===== config.mk =====
export PLATFORM = sky130hd
export DESIGN_NAME = overflow_policy_fifo
export DESIGN_NICKNAME = d
export VERILOG_FILES = /design/src/rtl/ofp_pkg.sv /design/src/rtl/overflow_policy_fifo.sv /design/src/rtl/ofp_rem.sv /design/src/rtl/ofp_ctrl.sv /design/src/rtl/ofp_dp.sv
export VERILOG_INCLUDE_DIRS = /design/src /design/src/rtl
export SDC_FILE = /design/constraint.sdc
export NUM_CORES = 1
export LEC_CHECK = 0
export BUFFER_PORTS_ARGS = -buffer_cell sky130_fd_sc_hd__buf_2
export CORE_MARGIN = 5
export CORE_UTILIZATION = 30
export DETAILED_ROUTE_END_ITERATION = 12
export HOLD_SLACK_MARGIN = 0.06
export SYNTH_ARGS = -nofsm -noshare
export SYNTH_HDL_FRONTEND = slang
export SYNTH_SLANG_ARGS = --single-unit

===== constraint.sdc =====
create_clock -name i_clk -period 4.65 [get_ports i_clk]
set_clock_uncertainty 0.15 [all_clocks]
set_input_delay 0.93 -clock i_clk [delete_from_list [all_inputs] [get_ports i_clk]]
set_output_delay 0.93 -clock i_clk [all_outputs]
set_load 0.005 [all_outputs]

===== src/rtl/overflow_policy_fifo_macros.svh =====
// Assertion macros for the overflow policy FIFO.
// Used by the top level only; needs a clock and an active-low reset.
`ifndef OVERFLOW_POLICY_FIFO_MACROS_SVH
`define OVERFLOW_POLICY_FIFO_MACROS_SVH

// Same-cycle implication, disabled during reset.
`define OFP_ASSERT_NOW(lbl, clk, rst_n, ante, cons, msg) \
    lbl: assert property (@(posedge clk) disable iff (!rst_n) (ante) |-> (cons)) \
        else $error(msg);

// Next-cycle implication, disabled during reset.
`define OFP_ASSERT_NEXT(lbl, clk, rst_n, ante, cons, msg) \
    lbl: assert property (@(posedge clk) disable iff (!rst_n) (ante) |=> (cons)) \
        else $error(msg);

`endif


===== src/rtl/ofp_pkg.sv =====
// Shared codes, selector constants and controller/datapath interface types
// for the overflow policy FIFO. No dependencies.
package ofp_pkg;

    localparam int TAG_W     = 16;
    localparam int STATUS_W  = 3;
    localparam int POLICY_W  = 2;
    localparam int CFG_IDX_W = 2;
    localparam int CFG_DAT_W = 16;
    localparam int LFSR_W    = 16;

    localparam logic [LFSR_W-1:0] LFSR_MASK  = 16'hB400;
    localparam logic [LFSR_W-1:0] LFSR_RESET = 16'h0001;

    localparam logic [STATUS_W-1:0] ST_ACCEPTED = 3'd0;
    localparam logic [STATUS_W-1:0] ST_DEQUEUED = 3'd1;
    localparam logic [STATUS_W-1:0] ST_EMPTY    = 3'd2;
    localparam logic [STATUS_W-1:0] ST_FULL     = 3'd3;
    localparam logic [STATUS_W-1:0] ST_DROPPED  = 3'd4;
    localparam logic [STATUS_W-1:0] ST_EVICTED  = 3'd5;

    localparam logic [POLICY_W-1:0] POL_BLOCK  = 2'd0;
    localparam logic [POLICY_W-1:0] POL_DROP   = 2'd1;
    localparam logic [POLICY_W-1:0] POL_HEAD   = 2'd2;
    localparam logic [POLICY_W-1:0] POL_RANDOM = 2'd3;

    localparam logic [CFG_IDX_W-1:0] CFG_POLICY = 2'd0;
    localparam logic [CFG_IDX_W-1:0] CFG_SEED   = 2'd1;

    localparam logic OP_ENQ = 1'b0;
    localparam logic OP_DEQ = 1'b1;

    // read address select
    localparam logic [1:0] RA_HEAD = 2'd0;
    localparam logic [1:0] RA_POS  = 2'd1;
    localparam logic [1:0] RA_NEXT = 2'd2;

    // write address select
    localparam logic WA_TAIL = 1'b0;
    localparam logic WA_POS  = 1'b1;

    // result tag select
    localparam logic [1:0] TAG_ZERO  = 2'd0;
    localparam logic [1:0] TAG_VAL   = 2'd1;
    localparam logic [1:0] TAG_RDATA = 2'd2;
    localparam logic [1:0] TAG_HOLD  = 2'd3;

    // result occupancy select
    localparam logic [1:0] OCC_SAME = 2'd0;
    localparam logic [1:0] OCC_INC  = 2'd1;
    localparam logic [1:0] OCC_DEC  = 2'd2;

    typedef struct packed {
        logic                latch_in;
        logic                rd_en;
        logic [1:0]          ra_sel;
        logic                wr_en;
        logic                wa_sel;
        logic                emit;
        logic [STATUS_W-1:0] emit_status;
        logic [1:0]          tag_sel;
        logic [1:0]          occ_sel;
        logic                emit_last;
        logic                head_inc;
        logic                cnt_inc;
        logic                cnt_dec;
        logic                lfsr_adv;
        logic                rem_start;
        logic                pos_load;
        logic                pos_inc;
        logic                evict_load;
        logic                evict_dec;
        logic                tag_hold;
    } t_cmd;

    typedef struct packed {
        logic                op;
        logic                empty;
        logic                full;
        logic [POLICY_W-1:0] policy;
        logic                out_free;
        logic                rem_done;
        logic                shift_more;
        logic                evict_last;
    } t_stat;

endpackage


===== src/rtl/overflow_policy_fifo.sv =====
// Overflow policy FIFO top level: sequencer plus datapath.
// Depends on ofp_pkg, ofp_ctrl, ofp_dp and overflow_policy_fifo_macros.svh.
//
// Usage: items enter on i_in_valid/o_in_ready (i_operation: 0 push
// i_entry_value, 1 pop). Each item yields one to CAPACITY/4+1 results on
// o_out_valid/i_out_ready; o_last marks the final result of an item.
// Config writes (i_cfg_*) are always ready: index 0 sets the full-ring
// policy, index 1 loads the LFSR seed (zero loads as one). Write only
// while no item is in flight.
// An empty pop or a full-ring reject or drop is answered from the decode
// state, a push is written and answered from the append state, a pop reads
// the head and then emits, and a drop-head push pops the head, then appends.
// One item is worked on at a time. Each random-drop eviction advances the
// LFSR, runs the 16-step remainder unit, reads and holds the chosen entry,
// then moves each later entry down one slot (read, then write) and emits.
// Reset (synchronous, active low) empties the ring, sets policy to block
// and seeds the LFSR with one; ring contents are not cleared.
// A stalled receiver holds the result register; the block waits for it,
// but a new item is taken as soon as the previous item's work is done.
`include "overflow_policy_fifo_macros.svh"

module overflow_policy_fifo
    import ofp_pkg::*;
#(
    parameter  int CAPACITY = 16,
    localparam int CW       = $clog2(CAPACITY + 1)
) (
    input  logic                 i_clk,
    input  logic                 i_rst_n,
    input  logic                 i_in_valid,
    output logic                 o_in_ready,
    input  logic                 i_operation,
    input  logic [TAG_W-1:0]     i_entry_value,
    output logic                 o_out_valid,
    input  logic                 i_out_ready,
    output logic [STATUS_W-1:0]  o_status,
    output logic [TAG_W-1:0]     o_tag_out,
    output logic [CW-1:0]        o_occupancy,
    output logic                 o_last,
    input  logic                 i_cfg_valid,
    output logic                 o_cfg_ready,
    input  logic [CFG_IDX_W-1:0] i_cfg_index,
    input  logic [CFG_DAT_W-1:0] i_cfg_data
);

    t_cmd  w_cmd;
    t_stat w_stat;

    ofp_ctrl u_ctrl (
        .i_clk      (i_clk),
        .i_rst_n    (i_rst_n),
        .i_in_valid (i_in_valid),
        .o_in_ready (o_in_ready),
        .i_stat     (w_stat),
        .o_cmd      (w_cmd)
    );

    ofp_dp #(
        .CAPACITY (CAPACITY)
    ) u_dp (
        .i_clk         (i_clk),
        .i_rst_n       (i_rst_n),
        .i_operation   (i_operation),
        .i_entry_value (i_entry_value),
        .i_cfg_valid   (i_cfg_valid),
        .o_cfg_ready   (o_cfg_ready),
        .i_cfg_index   (i_cfg_index),
        .i_cfg_data    (i_cfg_data),
        .o_out_valid   (o_out_valid),
        .i_out_ready   (i_out_ready),
        .o_status      (o_status),
        .o_tag_out     (o_tag_out),
        .o_occupancy   (o_occupancy),
        .o_last        (o_last),
        .i_cmd         (w_cmd),
        .o_stat        (w_stat)
    );

    `OFP_ASSERT_NOW(a_emit_free, i_clk, i_rst_n, w_cmd.emit, w_stat.out_free, "result overwritten")
    `OFP_ASSERT_NOW(a_idle_quiet, i_clk, i_rst_n, o_in_ready, !w_cmd.emit && !w_cmd.wr_en, "busy while idle")
    `OFP_ASSERT_NOW(a_occ_bound, i_clk, i_rst_n, o_out_valid, o_occupancy <= CW'(CAPACITY), "occupancy overflow")
    `OFP_ASSERT_NOW(a_evict_not_last, i_clk, i_rst_n, o_out_valid && o_status == ST_EVICTED, !o_last, "eviction marked last")
    `OFP_ASSERT_NEXT(a_one_item, i_clk, i_rst_n, i_in_valid && o_in_ready, !o_in_ready, "second item taken")

endmodule


===== src/rtl/ofp_rem.sv =====
// Iterative restoring remainder unit, one dividend bit per cycle.
// Uses ofp_pkg for the dividend width.
module ofp_rem
    import ofp_pkg::*;
#(
    parameter int VW = 5
) (
    input  logic              i_clk,
    input  logic              i_rst_n,
    input  logic              i_start,
    input  logic [LFSR_W-1:0] i_dividend,
    input  logic [VW-1:0]     i_divisor,
    output logic              o_done,
    output logic [VW-1:0]     o_rem
);

    localparam int SW = $clog2(LFSR_W);

    logic              r_busy;
    logic              r_done;
    logic [SW-1:0]     r_step;
    logic [LFSR_W-1:0] r_dvd;
    logic [VW-1:0]     r_rem;
    logic [VW:0]       w_trial;
    logic [VW-1:0]     n_rem;

    always_comb begin
        w_trial = {r_rem, r_dvd[LFSR_W-1]};
        if (w_trial >= {1'b0, i_divisor}) begin
            n_rem = VW'(w_trial - {1'b0, i_divisor});
        end else begin
            n_rem = w_trial[VW-1:0];
        end
    end

    always_ff @(posedge i_clk) begin
        if (!i_rst_n) begin
            r_busy <= 1'b0;
            r_done <= 1'b0;
        end else begin
            r_done <= 1'b0;
            if (i_start) begin
                r_busy <= 1'b1;
            end else if (r_busy && r_step == SW'(LFSR_W - 1)) begin
                r_busy <= 1'b0;
                r_done <= 1'b1;
            end
        end
    end

    always_ff @(posedge i_clk) begin
        if (i_start) begin
            r_step <= '0;
            r_dvd  <= i_dividend;
            r_rem  <= '0;
        end else if (r_busy) begin
            r_step <= r_step + SW'(1);
            r_dvd  <= {r_dvd[LFSR_W-2:0], 1'b0};
            r_rem  <= n_rem;
        end
    end

    assign o_done = r_done;
    assign o_rem  = r_rem;

endmodule


===== src/rtl/ofp_ctrl.sv =====
// Sequencer for the overflow policy FIFO: decodes each item and steps the
// datapath through pops, appends and random evictions. Uses ofp_pkg.
module ofp_ctrl
    import ofp_pkg::*;
(
    input  logic  i_clk,
    input  logic  i_rst_n,
    input  logic  i_in_valid,
    output logic  o_in_ready,
    input  t_stat i_stat,
    output t_cmd  o_cmd
);

    localparam logic [3:0] S_IDLE     = 4'd0;
    localparam logic [3:0] S_DECIDE   = 4'd1;
    localparam logic [3:0] S_POP_RD   = 4'd2;
    localparam logic [3:0] S_POP_EMIT = 4'd3;
    localparam logic [3:0] S_APPEND   = 4'd4;
    localparam logic [3:0] S_R_ADV    = 4'd5;
    localparam logic [3:0] S_R_START  = 4'd6;
    localparam logic [3:0] S_R_WAIT   = 4'd7;
    localparam logic [3:0] S_R_RD     = 4'd8;
    localparam logic [3:0] S_R_HOLD   = 4'd9;
    localparam logic [3:0] S_SH_RD    = 4'd10;
    localparam logic [3:0] S_SH_WR    = 4'd11;
    localparam logic [3:0] S_R_EMIT   = 4'd12;

    logic [3:0] r_state;
    logic [3:0] n_state;
    t_cmd       w_cmd;

    always_comb begin
        n_state = r_state;
        w_cmd   = '0;
        unique case (r_state)
            S_IDLE: begin
                if (i_in_valid) begin
                    w_cmd.latch_in = 1'b1;
                    n_state        = S_DECIDE;
                end
            end
            S_DECIDE: begin
                if (i_stat.op == OP_DEQ) begin
                    if (!i_stat.empty) begin
                        n_state = S_POP_RD;
                    end else if (i_stat.out_free) begin
                        w_cmd.emit        = 1'b1;
                        w_cmd.emit_status = ST_EMPTY;
                        w_cmd.emit_last   = 1'b1;
                        n_state           = S_IDLE;
                    end
                end else if (!i_stat.full) begin
                    n_state = S_APPEND;
                end else begin
                    unique case (i_stat.policy) inside
                        POL_BLOCK, POL_DROP: begin
                            if (i_stat.out_free) begin
                                w_cmd.emit        = 1'b1;
                                w_cmd.emit_last   = 1'b1;
                                w_cmd.emit_status = (i_stat.policy == POL_BLOCK) ?
                                                    ST_FULL : ST_DROPPED;
                                w_cmd.tag_sel     = (i_stat.policy == POL_BLOCK) ?
                                                    TAG_ZERO : TAG_VAL;
                                n_state           = S_IDLE;
                            end
                        end
                        POL_HEAD: begin
                            n_state = S_POP_RD;
                        end
                        default: begin
                            w_cmd.evict_load = 1'b1;
                            n_state          = S_R_ADV;
                        end
                    endcase
                end
            end
            S_POP_RD: begin
                w_cmd.rd_en  = 1'b1;
                w_cmd.ra_sel = RA_HEAD;
                n_state      = S_POP_EMIT;
            end
            S_POP_EMIT: begin
                if (i_stat.out_free) begin
                    w_cmd.emit        = 1'b1;
                    w_cmd.emit_status = (i_stat.op == OP_DEQ) ? ST_DEQUEUED : ST_EVICTED;
                    w_cmd.emit_last   = (i_stat.op == OP_DEQ);
                    w_cmd.tag_sel     = TAG_RDATA;
                    w_cmd.occ_sel     = OCC_DEC;
                    w_cmd.head_inc    = 1'b1;
                    w_cmd.cnt_dec     = 1'b1;
                    n_state           = (i_stat.op == OP_DEQ) ? S_IDLE : S_APPEND;
                end
            end
            S_APPEND: begin
                if (i_stat.out_free) begin
                    w_cmd.wr_en       = 1'b1;
                    w_cmd.wa_sel      = WA_TAIL;
                    w_cmd.cnt_inc     = 1'b1;
                    w_cmd.emit        = 1'b1;
                    w_cmd.emit_status = ST_ACCEPTED;
                    w_cmd.occ_sel     = OCC_INC;
                    w_cmd.emit_last   = 1'b1;
                    n_state           = S_IDLE;
                end
            end
            S_R_ADV: begin
                w_cmd.lfsr_adv = 1'b1;
                n_state        = S_R_START;
            end
            S_R_START: begin
                w_cmd.rem_start = 1'b1;
                n_state         = S_R_WAIT;
            end
            S_R_WAIT: begin
                if (i_stat.rem_done) begin
                    w_cmd.pos_load = 1'b1;
                    n_state        = S_R_RD;
                end
            end
            S_R_RD: begin
                w_cmd.rd_en  = 1'b1;
                w_cmd.ra_sel = RA_POS;
                n_state      = S_R_HOLD;
            end
            S_R_HOLD: begin
                w_cmd.tag_hold = 1'b1;
                n_state        = S_SH_RD;
            end
            S_SH_RD: begin
                if (i_stat.shift_more) begin
                    w_cmd.rd_en  = 1'b1;
                    w_cmd.ra_sel = RA_NEXT;
                    n_state      = S_SH_WR;
                end else begin
                    n_state = S_R_EMIT;
                end
            end
            S_SH_WR: begin
                w_cmd.wr_en   = 1'b1;
                w_cmd.wa_sel  = WA_POS;
                w_cmd.pos_inc = 1'b1;
                n_state       = S_SH_RD;
            end
            S_R_EMIT: begin
                if (i_stat.out_free) begin
                    w_cmd.emit        = 1'b1;
                    w_cmd.emit_status = ST_EVICTED;
                    w_cmd.tag_sel     = TAG_HOLD;
                    w_cmd.occ_sel     = OCC_DEC;
                    w_cmd.cnt_dec     = 1'b1;
                    w_cmd.evict_dec   = 1'b1;
                    n_state           = i_stat.evict_last ? S_APPEND : S_R_ADV;
                end
            end
            default: begin
                n_state = S_IDLE;
            end
        endcase
    end

    always_ff @(posedge i_clk) begin
        if (!i_rst_n) begin
            r_state <= S_IDLE;
        end else begin
            r_state <= n_state;
        end
    end

    assign o_in_ready = (r_state == S_IDLE);
    assign o_cmd      = w_cmd;

endmodule


===== src/rtl/ofp_dp.sv =====
// Datapath for the overflow policy FIFO: tag ring memory, head and count,
// LFSR, config registers, eviction cursor and the result register.
// Uses ofp_pkg and ofp_rem.
module ofp_dp
    import ofp_pkg::*;
#(
    parameter  int CAPACITY = 16,
    localparam int CW       = $clog2(CAPACITY + 1)
) (
    input  logic                 i_clk,
    input  logic                 i_rst_n,
    input  logic                 i_operation,
    input  logic [TAG_W-1:0]     i_entry_value,
    input  logic                 i_cfg_valid,
    output logic                 o_cfg_ready,
    input  logic [CFG_IDX_W-1:0] i_cfg_index,
    input  logic [CFG_DAT_W-1:0] i_cfg_data,
    output logic                 o_out_valid,
    input  logic                 i_out_ready,
    output logic [STATUS_W-1:0]  o_status,
    output logic [TAG_W-1:0]     o_tag_out,
    output logic [CW-1:0]        o_occupancy,
    output logic                 o_last,
    input  t_cmd                 i_cmd,
    output t_stat                o_stat
);

    localparam int IW = $clog2(CAPACITY);

    logic [TAG_W-1:0]    r_mem [CAPACITY];
    logic [TAG_W-1:0]    r_rdata;
    logic [IW-1:0]       r_head;
    logic [CW-1:0]       r_count;
    logic [LFSR_W-1:0]   r_lfsr;
    logic [POLICY_W-1:0] r_policy;
    logic                r_op;
    logic [TAG_W-1:0]    r_val;
    logic [CW-1:0]       r_pos;
    logic [CW-1:0]       r_evict;
    logic [TAG_W-1:0]    r_tag;
    logic                r_out_valid;
    logic [STATUS_W-1:0] r_status;
    logic [TAG_W-1:0]    r_tag_out;
    logic [CW-1:0]       r_occ;
    logic                r_last;

    logic [IW-1:0]       w_raddr;
    logic [IW-1:0]       w_waddr;
    logic [TAG_W-1:0]    w_wdata;
    logic [CW-1:0]       w_pos_next;
    logic [TAG_W-1:0]    n_tag_out;
    logic [CW-1:0]       n_occ;
    logic                w_rem_done;
    logic [CW-1:0]       w_rem;
    logic                w_out_free;

    function automatic logic [IW-1:0] f_slot(input logic [IW-1:0] head,
                                              input logic [CW-1:0] logical);
        logic [CW:0] s;
        s = (CW + 1)'(head) + (CW + 1)'(logical);
        if (s >= (CW + 1)'(CAPACITY)) begin
            s = s - (CW + 1)'(CAPACITY);
        end
        return s[IW-1:0];
    endfunction

    function automatic logic [LFSR_W-1:0] f_lfsr_next(input logic [LFSR_W-1:0] s);
        logic [LFSR_W-1:0] t;
        t = s >> 1;
        if (s[0]) begin
            t = t ^ LFSR_MASK;
        end
        return t;
    endfunction

    assign w_pos_next = r_pos + CW'(1);
    assign w_out_free = !r_out_valid || i_out_ready;

    always_comb begin
        case (i_cmd.ra_sel)
            RA_POS:  w_raddr = f_slot(r_head, r_pos);
            RA_NEXT: w_raddr = f_slot(r_head, w_pos_next);
            default: w_raddr = r_head;
        endcase
        if (i_cmd.wa_sel == WA_POS) begin
            w_waddr = f_slot(r_head, r_pos);
            w_wdata = r_rdata;
        end else begin
            w_waddr = f_slot(r_head, r_count);
            w_wdata = r_val;
        end
        case (i_cmd.tag_sel)
            TAG_VAL:   n_tag_out = r_val;
            TAG_RDATA: n_tag_out = r_rdata;
            TAG_HOLD:  n_tag_out = r_tag;
            default:   n_tag_out = '0;
        endcase
        case (i_cmd.occ_sel)
            OCC_INC: n_occ = r_count + CW'(1);
            OCC_DEC: n_occ = r_count - CW'(1);
            default: n_occ = r_count;
        endcase
    end

    // tag ring
    always_ff @(posedge i_clk) begin
        if (i_cmd.wr_en) begin
            r_mem[w_waddr] <= w_wdata;
        end
        if (i_cmd.rd_en) begin
            r_rdata <= r_mem[w_raddr];
        end
    end

    ofp_rem #(
        .VW (CW)
    ) u_rem (
        .i_clk      (i_clk),
        .i_rst_n    (i_rst_n),
        .i_start    (i_cmd.rem_start),
        .i_dividend (r_lfsr),
        .i_divisor  (r_count),
        .o_done     (w_rem_done),
        .o_rem      (w_rem)
    );

    always_ff @(posedge i_clk) begin
        if (!i_rst_n) begin
            r_head      <= '0;
            r_count     <= '0;
            r_lfsr      <= LFSR_RESET;
            r_policy    <= POL_BLOCK;
            r_out_valid <= 1'b0;
        end else begin
            if (i_cfg_valid && i_cfg_index == CFG_POLICY) begin
                r_policy <= i_cfg_data[POLICY_W-1:0];
            end
            if (i_cfg_valid && i_cfg_index == CFG_SEED) begin
                // zero would lock the LFSR
                r_lfsr <= (i_cfg_data == '0) ? LFSR_RESET : i_cfg_data[LFSR_W-1:0];
            end else if (i_cmd.lfsr_adv) begin
                r_lfsr <= f_lfsr_next(r_lfsr);
            end
            if (i_cmd.head_inc) begin
                r_head <= (r_head == IW'(CAPACITY - 1)) ? '0 : r_head + IW'(1);
            end
            if (i_cmd.cnt_inc) begin
                r_count <= r_count + CW'(1);
            end else if (i_cmd.cnt_dec) begin
                r_count <= r_count - CW'(1);
            end
            if (i_cmd.emit) begin
                r_out_valid <= 1'b1;
            end else if (i_out_ready) begin
                r_out_valid <= 1'b0;
            end
        end
    end

    always_ff @(posedge i_clk) begin
        if (i_cmd.latch_in) begin
            r_op  <= i_operation;
            r_val <= i_entry_value;
        end
        if (i_cmd.pos_load) begin
            r_pos <= w_rem;
        end else if (i_cmd.pos_inc) begin
            r_pos <= w_pos_next;
        end
        if (i_cmd.evict_load) begin
            r_evict <= r_count >> 2;
        end else if (i_cmd.evict_dec) begin
            r_evict <= r_evict - CW'(1);
        end
        if (i_cmd.tag_hold) begin
            r_tag <= r_rdata;
        end
        if (i_cmd.emit) begin
            r_status  <= i_cmd.emit_status;
            r_tag_out <= n_tag_out;
            r_occ     <= n_occ;
            r_last    <= i_cmd.emit_last;
        end
    end

    always_comb begin
        o_stat            = '0;
        o_stat.op         = r_op;
        o_stat.empty      = (r_count == '0);
        o_stat.full       = (r_count == CW'(CAPACITY));
        o_stat.policy     = r_policy;
        o_stat.out_free   = w_out_free;
        o_stat.rem_done   = w_rem_done;
        o_stat.shift_more = ((CW + 1)'(r_pos) + (CW + 1)'(1)) < (CW + 1)'(r_count);
        o_stat.evict_last = (r_evict == CW'(1));
    end

    assign o_cfg_ready = 1'b1;
    assign o_out_valid = r_out_valid;
    assign o_status    = r_status;
    assign o_tag_out   = r_tag_out;
    assign o_occupancy = r_occ;
    assign o_last      = r_last;

endmodule

* Word level (Yosys, flattened, before mapping)
Memories as Yosys holds them, arrays and structs flattened. A register that Yosys moved wholly into a read port is not among the register bits.
Index checks and enable logic that the tools add are counted.
** Storage, ports and cells
- Register bits :: 127
- RAM bits :: 256
- Output and inout port bits :: 28
- Word-level logic and storage cells :: 180
- Memories :: 1
** Operators by class
- Add/subtract/negate cells :: 14
- Order comparisons :: 5
- Equality and inequality tests :: 30
- Muxes and demuxes :: 84
- Bitwise logic cells :: 2
- Reductions and logical operators :: 23
** Memories
- u_dp.r_mem :: words 16, bits a word 16, rd ports 1, clocked after memory_dff 1, wr ports 1, line ofp_dp.sv:30 : logic [TAG_W-1:0] r_mem [CAPACITY];
** Operator list (count)
- $mux 16 :: 7
- $mux 4 :: 16
- $pmux 16 s3 :: 1
- $pmux 4 s12 :: 1
- $mux 1 :: 30
- $eq 4x4->1 const B :: 7
- $mux 5 :: 5
- $mux 6 :: 4
- $mux 3 :: 7
- $add 4x5->6 :: 3
- $ge 6x5->1 const B :: 3
- $eq 4x3->1 const B :: 4
- $logic_not 16->1 :: 1
- $pmux 4 s2 :: 2
- $pmux 4 s4 :: 1
- $reduce_bool 2->1 :: 7
- $pmux 2 s3 :: 2
- $sub 4x1->4 const B :: 3
- $add 5x1->5 const B :: 2
- $eq 2x1->1 const B :: 5
- $eq 2x2->1 const B :: 5
- $mux 10 :: 1
- $pmux 5 s2 :: 1
- $sub 5x1->5 const B :: 2
- other kinds (27) :: 38

* Longest topological paths before layout
Gate-level depths: netlist of the first run.
- Depth after elaboration :: 9
- Gate-level depth with buffers :: 18
- Depth with buffers taken out :: 16

* Hierarchy
From an unflattened synthesis of the first run, not the netlist that was laid out.
** Second synthesis, totals
- Cells, all modules :: 1321
- Area total of the unflattened synthesis :: 17641.9 um^2
** Modules (own cells, without submodules)
- ofp_dp :: times used 1, cells an instance 1108, area an instance 15632.5 um^2, seq. area each 10750.3 um^2
- ofp_rem :: times used 1, cells an instance 104, area an instance 1313.8 um^2, seq. area each 700.7 um^2
- ofp_ctrl :: times used 1, cells an instance 109, area an instance 695.7 um^2, seq. area each 80.1 um^2

* Worst setup path after synthesis of the first run
No wires, ideal clock.
- Kind :: flip-flop to flip-flop
- Start point :: register u_dp.r_pos[0]
- End point :: register u_dp.r_rdata[0], read port of u_dp.r_mem (enable)
- Arrival :: 3.497 ns
- Path slack :: 0.573 ns
- Stages on the path, launching flop included :: 10
- Cells stage by stage :: edfxtp_1 -> nand3_1 -> xor2_2 -> inv_1 -> ha_1 -> a21oi_1 -> o21ai_0 -> a221o_1 -> and3_1 -> nor4_1
** RTL lines
- start: declaration :: line ofp_dp.sv:38 : logic [CW-1:0] r_pos;
- start signal: assignment :: line ofp_dp.sv:166 : r_pos <= w_rem;
- start signal: assignment :: line ofp_dp.sv:168 : r_pos <= w_pos_next;
- end: declaration :: line ofp_dp.sv:31 : logic [TAG_W-1:0] r_rdata;

* Worst setup path in the final report of the first run
- Start point :: register u_dp.r_pos[0]
- End point :: register u_dp.r_rdata[8], read port of u_dp.r_mem (data pin)
** On the way
- Word-level cells in the longest chain between the ends :: 6
** RTL lines
- parallel branches: the longest is 6 deep, another holds $add 4x5->6
Several ways; the timed one is not identified.
A chain may end at the register's enable or synchronous reset.

==> flow_metrics.tcl, run 1 <==
set metrics [dict create \
    grt_util_met2 0.202 \
    p_seq_frac 0.540 \
    grt_max_degree 32 \
    synth_cells 1217 \
    drive_above_1_share 0.178 \
    port_buffers 66 \
    slew_headroom 0.251 \
    min_from "u_dp.u_rem.r_step[3]$_SDFFE_PP0P_" \
    crit_start "u_dp.r_pos[0]$_DFFE_PP_" \
    clkPwrFrac 0.419 \
    crit_top_cell "mux2i_1" \
    fill_cells 5483 \
    dieArea_um2 63500 \
    synth_cell_types 63 \
    antenna_found_initial 0 \
    power_per_cell_area_nw_per_um2 362 \
    drv_slew 0 \
    swShare 0.212 \
    numCtsBuffers 41 \
    drv_cap 0 \
    place.gp.congestion 0.825 \
    grt.met3_usage 0.0167 \
    wl_per_cell_um 18.1 \
    grt_pass1_wl_um 59900 \
    tightestPinTransition_ns 1.12 \
    finalCriticalPeriod_ns 4.34 \
    p_leak_nw 6.71 \
    post-place-cells 2041 \
    drc 0 \
    critPathSlowestCell "a221o_1" \
    status "completed" \
    preCtsSetupSlack_ns 0.0614 \
    timing.final.crit_share 0.933 \
    cp-start-kind "flip-flop" \
    crit_path_cell_trace "buf_4 -> ha_1 -> xor2_1 -> ha_1 -> nand2_1 -> o21ai_0 -> a221o_1 -> nor3_2 -> ha_1 -> buf_4 -> nor2b_1 -> a31oi_4 -> buf_12 -> buf_6 -> mux2i_1 -> mux2i_1 -> mux2i_1 -> mux2i_1" \
    ys.flop_type "edfxtp_1" \
    die_h_um 252 \
    p_sw_w 0.00158 \
    drt_wl_total_um 38400 \
    r2r_slack_ns 0.31 \
    cpPeakStageDelay_ns 0.42 \
    cts.sinks 399 \
    fin_tns_setup_ns 0 \
    arrival_ns 4.47 \
    clock_latency_ns 0.54 \
    track_usage 0.118 \
    p_total_w 0.00744 \
    whs_endpoint "u_dp.u_rem.o_done$_SDFF_PP0_" \
    fp-row-count 88 \
    synth-async-reset-ratio 0 \
    grt_pass1_vias 10100 \
    worst_r2r_path_depth 18 \
    power_frac_comb 0.041 \
    synth-edff-count 354 \
    clock.fmax_mhz 230 \
    rsz0062_at_grt "no" \
    ir_worst_vdd_uv 359 \
    first_iter_violations 693 \
    cts_tree "yes" \
    critical_path_class "reg -> reg" \
    p_int_w 0.00587 \
    nets 1410 \
    path_buf_inv 4 \
    clk_pin_slew_worst_paths_ns 0.06 \
    ios 68 \
    firstDrtPassIters 5 \
    ant_nets 0 \
    cts-root-buf "clkbuf_16" \
    netlist_area_um2 17600 \
    yosysWarnings 0 \
    worstReg2RegStart "u_dp.r_pos[0]$_DFFE_PP_" \
    htree_levels 2 \
    num_vias 10100 \
    fin_cells 2128 \
    grt.overflow.total 0 \
    synth_seq_cells 399 \
    hpwl_um 24900 \
    diodes 0 \
    fp.dieW_um 252 \
    cp_num_cells 18 \
    hp-class "reg -> reg" \
    cts_hold_buf 0 \
    cp_max_fo 18 \
    cp-end-kind "flip-flop" \
    crit_family "adder cells" \
    setup_ws_ns 0.310 \
    finalSetupViolations 0 \
    hold_violations 0 \
    synth_fp_nets 1290 \
    use_met1 0.158 \
    top_usage_layer "met2" \
    start_util 0.304 \
    hold_depth 2 \
    coreArea_um2 57800 \
    ys_seq_area_frac 0.656 \
    syn_to_final_growth_pct 17.2 \
    clockBufferDepth 3 \
    rr_endpoint "u_dp.r_rdata[8]$_DFFE_PP_" \
    via_per_inst 4.72 \
    syn_area_per_cell_um2 14.4 \
    cp_data_required_time_ns 4.78 \
]
synthesized netlist by cell type, types with 4 or more instances:
cell type | number | area, µm²
nor2_1 | 65 | 244
nand2_1 | 105 | 394
clkbuf_1 | 19 | 71.3
nand4_1 | 4 | 25.0
edfxtp_1 | 354 | 10600
a31oi_1 | 7 | 43.8
a22oi_1 | 8 | 60.1
buf_2 | 28 | 140
o211ai_1 | 4 | 30.0
inv_1 | 42 | 158
nand2b_1 | 8 | 50.1
nor2b_1 | 10 | 62.6
a21o_1 | 7 | 52.6
ha_1 | 29 | 363
a221oi_1 | 4 | 35.0
o21ai_0 | 19 | 95.1
mux2_2 | 19 | 214
mux2i_1 | 263 | 2630
o22ai_1 | 4 | 25.0
and3_1 | 8 | 50.1
nor3_1 | 10 | 50.1
a222oi_1 | 10 | 100
nor4_1 | 6 | 37.5
buf_4 | 6 | 45.0
dfxtp_1 | 45 | 901
xnor2_1 | 20 | 175
xor2_1 | 5 | 43.8
a211oi_1 | 16 | 120
nand3_1 | 10 | 50.1
a21oi_1 | 28 | 140
fa_1 | 4 | 80.1
state kept, by name, indices dropped and copies added (netlist names), 2 cells and up:
register	count
u_dp.r_mem	256
u_dp.o_tag_out	16
u_dp.r_lfsr	16
u_dp.r_rdata	16
u_dp.r_tag	16
u_dp.r_val	16
u_dp.u_rem.r_dvd	16
u_dp.o_occupancy	5
u_dp.r_count	5
u_dp.r_evict	5
u_dp.r_pos	5
u_dp.u_rem.o_rem	5
u_ctrl.r_state	4
u_dp.r_head	4
u_dp.u_rem.r_step	4
u_dp.o_status	3
u_dp.r_policy	2
worst max path at each step:
stage	end	slack [ns]
4_1_cts	u_dp.r_rdata[2]$_DFFE_PP_	0.02
6_report	u_dp.r_rdata[8]$_DFFE_PP_	0.31
3_3_place_gp	u_dp.r_rdata[10]$_DFFE_PP_	0.24
3_5_place_dp	u_dp.r_rdata[8]$_DFFE_PP_	0.06
5_1_grt	u_dp.r_rdata[7]$_DFFE_PP_	0.005
2_1_floorplan	u_dp.r_rdata[0]$_DFFE_PP_	0.57
per-layer routing:
layer	routed length, µm	share of wire
met3	1570	0.041
met5	0	0
met4	740	0.019
met1	17200	0.45
met2	18900	0.49
worst min-delay path, cell delays in order (launching register included):
cell	delay, ns
dfxtp_1	0.33
nand3_1	0.07
nor3_1	0.04
cell usage in the layout, fill, tap and decap left out, types with 13 or more instances in the layout:
master and count:
clkbuf_16 43, inv_1 42, a211oi_1 16, ha_1 29
buf_2 66, o21ai_0 18, nor2_2 13, buf_4 59
xnor2_1 20, nor2_1 52, a21oi_1 27, mux2_2 19
mux2i_1 263, nand2_1 105, dfxtp_1 45, edfxtp_1 354
cell type report:
class / instances / area, µm² / area share
inverters: 42 / 158 / 0.00766
multi-input cells: 718 / 5700 / 0.277
clock inverters: 21 / 179 / 0.00869
flip-flops and latches: 399 / 11500 / 0.560
repair buffers: 135 / 980 / 0.0476
clock buffers: 48 / 1080 / 0.0526
well taps: 765 / 957 / 0.0465
stage by stage:
| step | hold WS, ns | instance area (µm²) | utilization |
|---|---|---|---|
| finish | 0.321 | 20600 | 0.356 |
| detailed placement | 0.320 | 19100 | 0.331 |
| floorplan | 0.300 | 17600 | - |
| global placement | 0.313 | 19100 | 0.331 |
| CTS | 0.330 | 20400 | 0.353 |
| global route | 0.343 | 20600 | 0.356 |
logic make-up after synthesis:
family,synth area share
AO/OA/AOI/OAI,0.0516
flip-flops,0.656
other,0.000213
XOR/XNOR,0.0147
buffers and inverters,0.0252
AND/OR/NAND/NOR,0.0647
multiplexers,0.162
adder cells (fa/ha/maj),0.0252
what timing repair did:
item,4_1_cts,5_1_grt
setup buffers,0,17
resized for setup,0,6
endpoints found under the setup margin,0,16
power by group through the flow:
stage               clock network [W]  registers [W]  logic (W)
global placement                    0        0.00410   0.000298
finish                        0.00311        0.00402   0.000306
floorplan                           0        0.00408   0.000192
detailed placement                  0        0.00410   0.000307
CTS                           0.00320        0.00402   0.000309
global route                  0.00334        0.00403   0.000345
No activity file was read; power rests on OpenSTA's default activity.
==> run 2, diff against run 1 <==
- SYNTH_HIERARCHICAL: not set -> 1
==> run 2 against run 1 <==
Compared with the run above:
- routed wire length grew 9.4%
- count of clock-buffer cells in the layout is 2 lower
- fmax is 0.15% higher
- worst setup slack better by 0.0066 ns
- synthesized cell count is 8.5% higher
- global-route usage increased by 0.81 points
- critical path type unchanged
- register-to-register slack is essentially flat
- first-iteration DRC count increased by 22%
- largest power group unchanged
- final area is 1.9% lower
- total power increased by 25%
- combinational power grew to 5.9 times the previous value
- largest cell class unchanged
==> flow_metrics.tcl, run 2 <==
set metrics [dict create \
    status "completed" \
    nets 1466 \
    cts_tree "yes" \
    coreArea_um2 58000 \
    antenna_found_initial 0 \
    ant_nets 0 \
    htree_levels 2 \
    netlist_top_cells_count "edfxtp_1 (354), nand2_1 (180), a21oi_1 (107), mux2i_1 (73), nor2_1 (54)" \
    cp_max_fo 69 \
    critical_path_class "reg -> reg" \
    arrival_ns 4.46 \
    cp-endpoint "u_dp/r_rdata[14]$_DFFE_PP_" \
    wl_per_cell_um 19.2 \
    clockBufferDepth 3 \
    hold_violations 0 \
    port_buffers 66 \
    fp.dieW_um 253 \
    largest-register "u_dp/r_mem" \
    cp-start-kind "flip-flop" \
    final_core_util 0.348 \
    wl_met3_um 2660 \
    r2r_slack_ns 0.32 \
    cp_data_required_time_ns 4.78 \
    synth_seq_cells 399 \
    ys_seq_area_frac 0.654 \
    synth-edff-count 354 \
    finalSetupViolations 0 \
    fill_cells 5528 \
    firstDrtPassIters 5 \
    tightestPinTransition_ns 1.16 \
    synth_top_area_share 0.603 \
    ios 68 \
    yosysTopAreaCell "edfxtp_1" \
    numCtsBuffers 39 \
    synth-async-reset-ratio 0 \
    p_leak_nw 7.12 \
    cts.sinks 399 \
    place.gp.congestion 0.806 \
    slew_headroom 0.223 \
    largest_reg_flops 256 \
    synth_cells 1321 \
    final_common_cell "edfxtp_1" \
    num_vias 11000 \
    finalCriticalPeriod_ns 4.33 \
    crit_family "compound AO/OA/AOI/OAI gates" \
    drv_slew 0 \
    drc 0 \
    clock_latency_ns 0.54 \
    grt.overflow.total 0 \
    grt_max_degree 73 \
    dr_wl_met2_um 20400 \
    power_per_cell_area_nw_per_um2 462 \
    netlist_area_um2 17600 \
    grt_pass1_wl_um 63700 \
    cpPeakStageDelay_ns 0.44 \
    grt_pass1_vias 10600 \
    wl_met1_um 18300 \
    worst_r2r_path_depth 17 \
    fin_tns_setup_ns 0 \
    hpwl_um 24300 \
    die_h_um 253 \
    track_usage 0.126 \
    yosysWarnings 6 \
    rr_endpoint "u_dp/r_rdata[14]$_DFFE_PP_" \
    start_util 0.304 \
    ir_worst_vdd_uv 328 \
    rsz0062_at_grt "no" \
    fp-row-count 88 \
    ys.flop_type "edfxtp_1" \
    via_per_inst 5.03 \
    drive_above_1_share 0.179 \
    timing.final.crit_share 0.932 \
    cp-end-kind "flip-flop" \
    synth_fp_nets 1395 \
    syn_area_per_cell_um2 13.4 \
    cts_hold_buf 0 \
    post-synth-top-count-cell "edfxtp_1" \
    worstReg2RegStart "u_dp/r_pos[1]$_DFFE_PP_" \
    hold_depth 0 \
    cts-root-buf "clkbuf_16" \
    crit_path_cell_trace "ha_1 -> ha_1 -> a21oi_1 -> nor2b_1 -> o21ai_0 -> nand2b_1 -> a211oi_2 -> nand3_1 -> nor2_2 -> ha_2 -> nand2b_1 -> o221ai_4 -> buf_12 -> mux2i_1 -> a21oi_1 -> a211oi_1 -> mux2i_1" \
    hp-class "reg -> reg" \
    syn_to_final_growth_pct 14.5 \
    critPathSlowestCell "edfxtp_1" \
    dieArea_um2 63800 \
    clock.fmax_mhz 231 \
    final_cell_mix "edfxtp_1 (354), nand2_1 (180), a21oi_1 (107)" \
    first_iter_violations 842 \
    diodes 0 \
    path_buf_inv 1 \
    cp_num_cells 17 \
    drt_wl_total_um 42000 \
    crit_start "u_dp/r_pos[1]$_DFFE_PP_" \
    synth_area_leaders "edfxtp_1 (60%), dfxtp_1 (5.1%), mux2i_1 (4.1%), nand2_1 (3.8%), mux2_2 (3.3%)" \
    highest_layer "met4" \
    drv_cap 0 \
    clk_pin_slew_worst_paths_ns 0.06 \
    synth_cell_types 74 \
]
-- run 2: how the worst min path moves through the flow --
| stage | from | end |
|---|---|---|
| 2_1_floorplan | u_dp/r_rdata[0]$_DFFE_PP_ | u_dp/r_tag[0]$_DFFE_PP_ |
| 3_3_place_gp | u_dp/r_rdata[13]$_DFFE_PP_ | u_dp/r_tag[13]$_DFFE_PP_ |
| 3_5_place_dp | u_dp/r_rdata[13]$_DFFE_PP_ | u_dp/r_tag[13]$_DFFE_PP_ |
| 4_1_cts | u_dp/r_rdata[13]$_DFFE_PP_ | u_dp/r_tag[13]$_DFFE_PP_ |
| 5_1_grt | u_dp/r_rdata[4]$_DFFE_PP_ | u_dp/r_tag[4]$_DFFE_PP_ |
| 6_report | u_dp/r_rdata[4]$_DFFE_PP_ | u_dp/r_tag[4]$_DFFE_PP_ |
-- run 2: routing by layer --
layer  vias to the layer above  GRT usage
met5                         -          0
met4                         0     0.0290
met3                        51     0.0226
met2                       304      0.209
met1                      5522      0.173
li1                       5124          -
-- run 2: worst reg2reg max path, delay by kind of cell (launching register included) --
| kind | cells | cell delay, ns |
|---|---|---|
| flip-flops | 1 | 0.44 |
| AND/OR/NAND/NOR | 5 | 0.62 |
| adder cells (fa/ha/maj) | 3 | 1.00 |
| buffers and inverters | 1 | 0.31 |
| AO/OA/AOI/OAI | 6 | 1.16 |
| multiplexers | 2 | 0.40 |
-- run 2: logic make-up after synthesis --
kind of cell | after synthesis | synth area share
adders and majority gates | 34 | 0.0258
DFF | 399 | 0.654
muxes | 125 | 0.0746
AOI/OAI and AO/OA | 286 | 0.115
xor gates and xnor gates | 28 | 0.0143
buffers and inverters | 118 | 0.0313
and+or+nand+nor | 330 | 0.0846
other | 1 | 0.000213
-- run 2: power by group --
group	total, W	internal, W	switching [W]	leakage [nW]
clock network	0.00293	0.00161	0.00132	0.571
registers	0.00459	0.00441	0.000182	3.57
logic	0.00181	0.000681	0.00113	2.97
total	0.00934	0.00671	0.00263	7.12
-- run 2: repair_timing --
item / 4_1_cts / 5_1_grt
buffers inserted: 0 / 3
setup endpoints to repair: 0 / 16
resized for setup: 0 / 5
-- run 2: layout make-up --
type,instances,area [µm²],share of cell area
clock buffer,46,1010,0.0501
clock inverter,23,151,0.00750
inverter,32,120,0.00595
multi-input combinational,804,5630,0.279
sequential,399,11500,0.571
tap,765,957,0.0474
timing repair buffer,116,793,0.0393
-- run 2: through the flow --
step / power [W] / hold slack (ns) / instances / setup WS, ns / cell area (µm²)
CTS: 0.00943 / 0.328 / 2180 / 0.0788 / 20100
global placement: 0.00645 / 0.311 / 2111 / 0.326 / 19000
finish: 0.00934 / 0.327 / 2185 / 0.317 / 20200
floorplan: 0.00583 / 0.294 / 1321 / 0.202 / 17600
detailed placement: 0.00649 / 0.314 / 2111 / 0.0997 / 19000
global route: 0.00979 / 0.352 / 2185 / 0.0271 / 20200
